--- config.mk ---
export PLATFORM = sky130hd
export DESIGN_NAME = length_prefixed_deframer
export DESIGN_NICKNAME = d
export VERILOG_FILES = /design/src/lpd_pkg.sv /design/src/length_prefixed_deframer.sv
export SDC_FILE = /design/constraint.sdc
export NUM_CORES = 1
export LEC_CHECK = 0
export BUFFER_PORTS_ARGS = -buffer_cell sky130_fd_sc_hd__buf_2
export CAP_MARGIN = 20
export CORE_MARGIN = 2
export CORE_UTILIZATION = 50
export DETAILED_ROUTE_END_ITERATION = 6
export GPL_TIMING_DRIVEN = 0
export PLACE_DENSITY = 0.65
export SETUP_SLACK_MARGIN = 0.05
export SYNTH_ARGS = -nofsm -noshare
export SYNTH_HDL_FRONTEND = slang
export SYNTH_SLANG_ARGS = --single-unit
--- constraint.sdc ---
create_clock -name clk -period 7.4 [get_ports clk]
set_input_delay 1.48 -clock clk [delete_from_list [all_inputs] [get_ports clk]]
set_output_delay 1.48 -clock clk [all_outputs]
set_load 0.01 [all_outputs]
--- src/lpd_pkg.sv ---
// lpd_pkg: shared constants for the length-prefixed deframer
// command and result codes, header size and header counter width; no dependencies
package lpd_pkg;

    // number of bytes in the little-endian length header
    localparam int HEADER_BYTES = 4;

    // header byte counter, wide enough for positions up to eight bytes
    localparam int HDR_CNT_W = 3;

    // command codes of an input transaction
    localparam logic [1:0] CMD_BYTE    = 2'd0;
    localparam logic [1:0] CMD_TIMEOUT = 2'd1;
    localparam logic [1:0] CMD_LINKERR = 2'd2;

    // kind codes of a result transaction
    localparam logic [1:0] KIND_PAYLOAD = 2'd0;
    localparam logic [1:0] KIND_EMPTY   = 2'd1;
    localparam logic [1:0] KIND_TIMEOUT = 2'd2;
    localparam logic [1:0] KIND_LINKERR = 2'd3;

    // configuration register indexes
    localparam logic [1:0] CFG_TIMEOUT_ENABLE  = 2'd0;
    localparam logic [1:0] CFG_TIMEOUT_QUANTUM = 2'd1;
    localparam logic [1:0] CFG_TIMEOUT_LIMIT   = 2'd2;

    // one result transaction
    typedef struct packed {
        logic [1:0]  kind;
        logic [7:0]  payload_byte;
        logic        last_of_frame;
        logic [31:0] frame_length;
    } result_t;

endpackage

--- src/length_prefixed_deframer.sv ---
// length_prefixed_deframer: top level of the byte-stream frame splitter
// uses lpd_pkg for codes, header size and the result struct
//
// Takes one input transaction per cycle (a received byte, a receive-timeout
// quantum or a link error) and gives at most one result transaction for each:
// every payload byte with its frame length and a last marker, one empty-frame
// result for a zero-length header, a total-timeout result (if enabled) once the
// accumulated quanta reach timeout_limit, and a link-error result that also
// drops any partial frame. An accepted item sits in the input register until
// the processing stage moves, which loads its result into the result register;
// the sustained rate is one item per cycle while results are taken, and the
// only limit is the single-entry result register, which holds the pipe while
// a result waits and out_ready is low. Header and timeout items that produce
// no result still pass through the input register and the processing stage.
// Configuration writes take effect at the next edge and are meant to be done
// while the block is idle.
module length_prefixed_deframer
(
    input  logic        clk,
    input  logic        rst_n,

    // configuration write port
    input  logic        cfg_write,
    input  logic [1:0]  cfg_index,
    input  logic [30:0] cfg_data,

    // input channel
    input  logic        in_valid,
    output logic        in_ready,
    input  logic [1:0]  command,
    input  logic [7:0]  data_byte,

    // result channel
    output logic        out_valid,
    input  logic        out_ready,
    output logic [1:0]  kind,
    output logic [7:0]  payload_byte,
    output logic        last_of_frame,
    output logic [31:0] frame_length
);

    localparam int HDR_W = lpd_pkg::HDR_CNT_W;

    // configuration registers
    logic        timeout_enable_reg;
    logic [15:0] timeout_quantum_reg;
    logic [30:0] timeout_limit_reg;

    // input register
    logic        in_valid_reg;
    logic [1:0]  in_cmd_reg;
    logic [7:0]  in_byte_reg;

    // framing state
    logic [HDR_W-1:0] header_count_reg, header_count_next;
    logic [31:0]      length_word_reg, length_word_next;
    logic             in_payload_reg, in_payload_next;
    logic [31:0]      payload_count_reg, payload_count_next;
    logic [31:0]      timeout_accum_reg, timeout_accum_next;

    // result register
    logic                 out_valid_reg;
    lpd_pkg::result_t     out_reg;

    // processing stage outputs
    logic                 res_valid;
    lpd_pkg::result_t     res;
    logic                 advance;

    // header assembly helpers
    logic [31:0]      hdr_base;
    logic [31:0]      hdr_lane;
    logic [31:0]      hdr_word;
    logic [HDR_W:0]   hdr_pos_inc;
    logic             hdr_done;

    // payload helpers
    logic [31:0]      cnt_inc;
    logic             pay_last;

    // timeout helpers
    logic [32:0]      tmo_sum;
    logic [31:0]      tmo_sat;
    logic             tmo_hit;

    // the processing stage moves when its result slot is free or being drained
    assign advance  = in_valid_reg && (!out_valid_reg || out_ready);
    assign in_ready = !in_valid_reg || advance;

    assign out_valid     = out_valid_reg;
    assign kind          = out_reg.kind;
    assign payload_byte  = out_reg.payload_byte;
    assign last_of_frame = out_reg.last_of_frame;
    assign frame_length  = out_reg.frame_length;

    // configuration writes, unknown indexes are dropped
    always_ff @(posedge clk or negedge rst_n)
    begin
        if (!rst_n)
        begin
            timeout_enable_reg  <= 1'b0;
            timeout_quantum_reg <= '0;
            timeout_limit_reg   <= '0;
        end
        else if (cfg_write)
        begin
            unique case (cfg_index)
                lpd_pkg::CFG_TIMEOUT_ENABLE:  timeout_enable_reg  <= cfg_data[0];
                lpd_pkg::CFG_TIMEOUT_QUANTUM: timeout_quantum_reg <= cfg_data[15:0];
                lpd_pkg::CFG_TIMEOUT_LIMIT:   timeout_limit_reg   <= cfg_data;
                default: ;
            endcase
        end
    end

    // input register
    always_ff @(posedge clk or negedge rst_n)
    begin
        if (!rst_n)
        begin
            in_valid_reg <= 1'b0;
        end
        else if (in_ready)
        begin
            in_valid_reg <= in_valid;
        end
    end

    always_ff @(posedge clk)
    begin
        if (in_valid && in_ready)
        begin
            in_cmd_reg  <= command;
            in_byte_reg <= data_byte;
        end
    end

    // header byte goes to its own lane; a new header starts from zero,
    // positions beyond the 32-bit word are consumed without effect
    always_comb
    begin
        hdr_base    = (header_count_reg == '0) ? 32'd0 : length_word_reg;
        hdr_lane    = {24'd0, in_byte_reg} << {header_count_reg[1:0], 3'b000};
        hdr_word    = (header_count_reg < HDR_W'(4)) ? (hdr_base | hdr_lane) : hdr_base;
        hdr_pos_inc = {1'b0, header_count_reg} + (HDR_W+1)'(1);
        hdr_done    = hdr_pos_inc >= (HDR_W+1)'(lpd_pkg::HEADER_BYTES);
    end

    assign cnt_inc  = payload_count_reg + 32'd1;
    assign pay_last = (cnt_inc == length_word_reg);

    // saturating add of the quantum, then compare with the limit
    assign tmo_sum = {1'b0, timeout_accum_reg} + {17'd0, timeout_quantum_reg};
    assign tmo_sat = tmo_sum[32] ? 32'hFFFF_FFFF : tmo_sum[31:0];
    assign tmo_hit = (tmo_sat >= {1'b0, timeout_limit_reg});

    // processing stage: next framing state and the result of this transaction
    always_comb
    begin
        header_count_next  = header_count_reg;
        length_word_next   = length_word_reg;
        in_payload_next    = in_payload_reg;
        payload_count_next = payload_count_reg;
        timeout_accum_next = timeout_accum_reg;
        res_valid          = 1'b0;
        res                = '0;

        unique case (in_cmd_reg)
            lpd_pkg::CMD_BYTE:
            begin
                if (!in_payload_reg)
                begin
                    length_word_next = hdr_word;
                    if (hdr_done)
                    begin
                        header_count_next = '0;
                        if (hdr_word == 32'd0)
                        begin
                            // zero-length header gives an empty frame
                            res_valid          = 1'b1;
                            res.kind           = lpd_pkg::KIND_EMPTY;
                            timeout_accum_next = '0;
                        end
                        else
                        begin
                            in_payload_next    = 1'b1;
                            payload_count_next = '0;
                        end
                    end
                    else
                    begin
                        header_count_next = hdr_pos_inc[HDR_W-1:0];
                    end
                end
                else
                begin
                    res_valid          = 1'b1;
                    res.kind           = lpd_pkg::KIND_PAYLOAD;
                    res.payload_byte   = in_byte_reg;
                    res.last_of_frame  = pay_last;
                    res.frame_length   = length_word_reg;
                    payload_count_next = cnt_inc;
                    if (pay_last)
                    begin
                        header_count_next  = '0;
                        length_word_next   = '0;
                        in_payload_next    = 1'b0;
                        payload_count_next = '0;
                        timeout_accum_next = '0;
                    end
                end
            end
            lpd_pkg::CMD_TIMEOUT:
            begin
                // partial frame is kept, only the accumulator moves
                if (timeout_enable_reg)
                begin
                    if (tmo_hit)
                    begin
                        timeout_accum_next = '0;
                        res_valid          = 1'b1;
                        res.kind           = lpd_pkg::KIND_TIMEOUT;
                    end
                    else
                    begin
                        timeout_accum_next = tmo_sat;
                    end
                end
            end
            lpd_pkg::CMD_LINKERR:
            begin
                header_count_next  = '0;
                length_word_next   = '0;
                in_payload_next    = 1'b0;
                payload_count_next = '0;
                timeout_accum_next = '0;
                res_valid          = 1'b1;
                res.kind           = lpd_pkg::KIND_LINKERR;
            end
            default: ; // unused command: no result, no state change
        endcase
    end

    // framing state registers, updated only when the stage moves
    always_ff @(posedge clk or negedge rst_n)
    begin
        if (!rst_n)
        begin
            header_count_reg  <= '0;
            length_word_reg   <= '0;
            in_payload_reg    <= 1'b0;
            payload_count_reg <= '0;
            timeout_accum_reg <= '0;
        end
        else if (advance)
        begin
            header_count_reg  <= header_count_next;
            length_word_reg   <= length_word_next;
            in_payload_reg    <= in_payload_next;
            payload_count_reg <= payload_count_next;
            timeout_accum_reg <= timeout_accum_next;
        end
    end

    // result register: loaded when the stage moves, cleared once taken
    always_ff @(posedge clk or negedge rst_n)
    begin
        if (!rst_n)
        begin
            out_valid_reg <= 1'b0;
        end
        else if (advance)
        begin
            out_valid_reg <= res_valid;
        end
        else if (out_ready)
        begin
            out_valid_reg <= 1'b0;
        end
    end

    always_ff @(posedge clk)
    begin
        if (advance && res_valid)
        begin
            out_reg <= res;
        end
    end

endmodule
==> impl_metrics.sql <==
INSERT INTO impl_metrics (metric_group, metric, value, unit) VALUES
('cts', 'cts_tree', 'built', ''),
('power_and_ir_drop', 'power_density', '296.0', 'nW/um^2'),
('cells_and_area', 'utilization', '58.10', '%'),
('route', 'route.detailed.vias_per_inst', '6.016', ''),
('worst_setup_path', 'critical_path.cell_chain', 'ha_1 > inv_1 > fa_1 > nor2b_1 > o2111ai_1 > nand3_1 > nand4_1 > nand2_1 > nand4_1 > clkbuf_1 > clkbuf_1 > nand2_1 > ha_1 > a211o_1 > a31oi_1 > nor4_1 > o211ai_1 > a31oi_1 > nor3_1 > a21oi_1 > o311ai_0 > nor2_4 > buf_12', ''),
('cts', 'post_cts_hold_buffer_count', '0', ''),
('global_routing', 'grt-ovfl-total', '0', ''),
('worst_setup_path', 'crit_path_end_kind', 'flop', ''),
('worst_hold_path', 'worst_hold_path.num_cells', '1', ''),
('floorplan', 'core.rowCount', '56', ''),
('route', 'totalWireLength', '32050', 'um'),
('job', 'max-cap-violations', '0', ''),
('cts', 'cts_repair_resize_count', '0', ''),
('floorplan', 'ioPinCount', '93', ''),
('logic_synthesis', 'postSynthNetCount', '1250', ''),
('route', 'vias', '9638', ''),
('worst_setup_path', 'crit_cells', '23', ''),
('floorplan', 'initial_core_util', '50.72', '%'),
('floorplan', 'fp.dieH', '157.8', 'um'),
('cts', 'h-tree-depth', '1', ''),
('timing', 'fin_setup_tns', '0', 'ns'),
('timing', 'max_slew.worst_pin.slew', '1.076', 'ns'),
('worst_setup_path', 'slowest_delay', '0.82', 'ns'),
('status', 'outcome', 'finished clean', ''),
('power_and_ir_drop', 'power.leakage', '0.006132', 'uW'),
('route', 'ant_nets', '0', ''),
('route', 'drt-wirelength-per-cell', '20.01', 'um'),
('logic_synthesis', 'netlist_instances', '1147', ''),
('timing', 'fin_crit_sh', '89.17', '%'),
('cells_and_area', 'num_antenna_cells', '0', ''),
('cts', 'clk_transition_reported_paths', '0.06', 'ns'),
('global_routing', 'antenna_found_initial', '0', ''),
('logic_synthesis', 'ys_types', '79', ''),
('logic_synthesis', 'primary_flip_flop_cell_chosen_by_synthesis_mapping', 'sky130_fd_sc_hd__dfrtp_1', ''),
('cells_and_area', 'layout-area-overhead-vs-synth', '14.55', '%'),
('logic_synthesis', 'synth_warnings', '0', ''),
('floorplan', 'die_width', '157.8', 'um'),
('timing', 'final_max_slew_viol_count', '0', ''),
('cells_and_area', 'mostFrequentLayoutCell', 'sky130_fd_sc_hd__dfrtp_1', ''),
('worst_setup_path', 'family_of_cells_with_the_greatest_summed_delay_on_the_critical_path', 'compound AO/OA/AOI/OAI gates', ''),
('timing', 'minimum_setup_slack_in_the_final_design', '0.8017', 'ns'),
('logic_synthesis', 'ys_seq_elements', '203', ''),
('logic_synthesis', 'synth_enable_flop_cells', '53', ''),
('cts', 'clk-insertion-delay-late', '0.53', 'ns'),
('logic_synthesis', 'ys_seq_area_share', '45.17', '%'),
('worst_setup_path', 'worst-setup-path-type', 'flop to flop', ''),
('timing', 'achievable-frequency', '0.1516', 'GHz'),
('cts', 'clkSinkCount', '203', ''),
('power_and_ir_drop', 'peakVddDrop', '0.2305', 'mV'),
('logic_synthesis', 'syn-cell-area', '11830', 'um^2'),
('cts', 'number_of_cts_inserted_buffers', '23', ''),
('cts', 'clock_tree.buffer_depth', '3', ''),
('logic_synthesis', 'ys_async_sr_fraction', '73.89', '%'),
('timing', 'max_slew_margin', '27.95', '%'),
('worst_setup_path', 'critical_path.startpoint_type', 'flop', ''),
('placement', 'post_dp_cell_area', '12750', 'um^2'),
('cells_and_area', 'cell_area_after_layout', '13560', 'um^2'),
('cells_and_area', 'ratio_of_cells_with_drive_above_1_in_the_final_layout', '17.54', '%'),
('timing', 'rsz_0062_raised_after_global_routing', 'false', ''),
('cells_and_area', 'layout.cells.most_common_list', 'sky130_fd_sc_hd__dfrtp_1, sky130_fd_sc_hd__buf_2, sky130_fd_sc_hd__nand2_1, sky130_fd_sc_hd__nand3_1, sky130_fd_sc_hd__inv_1', ''),
('route', 'initial_drt_markers', '805', ''),
('cts', 'clock_tree.root_cell', 'sky130_fd_sc_hd__clkbuf_16', ''),
('floorplan', 'fp.dieArea', '24920', 'um^2'),
('worst_setup_path', 'reg2reg_depth', '23', ''),
('timing', 'timing.final.crit_period', '6.598', 'ns'),
('worst_setup_path', 'worst-path-buf-inv', '4', ''),
('global_routing', 'grt_first_pass_wirelength', '50920', 'um'),
('global_routing', 'grt_pass1_vias', '9211', ''),
('logic_synthesis', 'postSynthAreaPerCell', '10.32', 'um^2'),
('timing', 'hold_viol_final', '0', ''),
('placement', 'final_wtd_congestion', '0.9325', '');
[stage by stage]
stage                     hold WS, ns  instances  total power [uW]
after global routing           0.5184       1602              4256
after detailed placement       0.4863       1560              2795
after global placement         0.4732       1558              2760
after floorplan                0.4623       1147              2410
final                          0.4932       1602              4012
after CTS                      0.4993       1602              4025
[metal layers]
layer	global-route usage (%)	vias up	routed length (um)
met2	37.78	323	13520
met4	8.701	0	1007
li1	-	4539	-
met3	4.106	65	2128
met1	39.97	4711	15390
met5	0	-	0
[synth_stat cells (10+ instances only)]
cell type | number | area share [%]
sky130_fd_sc_hd__a21o_1 | 15 | 0.95
sky130_fd_sc_hd__a21oi_1 | 50 | 2.1
sky130_fd_sc_hd__a22o_1 | 26 | 1.9
sky130_fd_sc_hd__a31oi_1 | 54 | 2.9
sky130_fd_sc_hd__and2_1 | 12 | 0.63
sky130_fd_sc_hd__and3_1 | 56 | 3.0
sky130_fd_sc_hd__clkbuf_1 | 44 | 1.4
sky130_fd_sc_hd__dfrtp_1 | 150 | 32
sky130_fd_sc_hd__edfxtp_1 | 53 | 13
sky130_fd_sc_hd__ha_1 | 54 | 5.7
sky130_fd_sc_hd__inv_1 | 62 | 2.0
sky130_fd_sc_hd__mux2_1 | 12 | 1.1
sky130_fd_sc_hd__mux2_2 | 54 | 5.1
sky130_fd_sc_hd__nand2_1 | 70 | 2.2
sky130_fd_sc_hd__nand2b_1 | 10 | 0.53
sky130_fd_sc_hd__nand3_1 | 64 | 2.7
sky130_fd_sc_hd__nand3b_1 | 12 | 0.76
sky130_fd_sc_hd__nand4_1 | 22 | 1.2
sky130_fd_sc_hd__nor2_1 | 33 | 1.0
sky130_fd_sc_hd__nor3_1 | 19 | 0.80
sky130_fd_sc_hd__nor4_1 | 13 | 0.69
sky130_fd_sc_hd__o21ai_0 | 31 | 1.3
sky130_fd_sc_hd__xnor2_1 | 34 | 2.5
sky130_fd_sc_hd__xor2_1 | 28 | 2.1
[path summary, 6_finish.rpt]
kind	from	to	slack, ns
worst min register to register	timeout_accum_reg[8]$_DFFE_PN0P_	timeout_accum_reg[8]$_DFFE_PN0P_	0.49
max in group asynchronous	rst_n	payload_count_reg[31]$_DFFE_PN0P_	5.55
min in group asynchronous	rst_n	timeout_quantum_reg[9]$_DFFE_PN0P_	0.92
worst max-delay path	timeout_quantum_reg[0]$_DFFE_PN0P_	frame_length[23]$_SDFFCE_PN0P_	0.80
worst min-delay path	timeout_accum_reg[8]$_DFFE_PN0P_	timeout_accum_reg[8]$_DFFE_PN0P_	0.49
worst max register to register	timeout_quantum_reg[0]$_DFFE_PN0P_	frame_length[23]$_SDFFCE_PN0P_	0.80
[where the power goes]
part / switching (uW) / internal (uW) / total [uW]
Combinational: 745 / 547 / 1290
Clock: 465 / 752 / 1220
Sequential: 184 / 1320 / 1500
[cells by family (layout without fill, tap and decap cells)]
family | Yosys count | count (layout) | synth area share (%)
simple gates | 348 | 348 | 16.21
compound gates | 274 | 274 | 16.48
flops | 203 | 203 | 45.17
buf+inv | 131 | 267 | 4.716
mux | 74 | 74 | 6.957
xor+xnor | 62 | 62 | 4.589
fa+ha+maj | 55 | 55 | 5.879
[area by class of cell]
type | count | area (um^2)
clock inverters | 9 | 147.6
multi-input cells | 813 | 5938
well taps | 319 | 399.1
repair buffers | 94 | 514.2
inverters | 62 | 232.7
fillers | 2055 | 9777
flip-flops and latches | 203 | 5345
clock buffers | 33 | 653.1
plain buffers | 69 | 325.3
No activity file was read; power rests on OpenSTA's default activity.
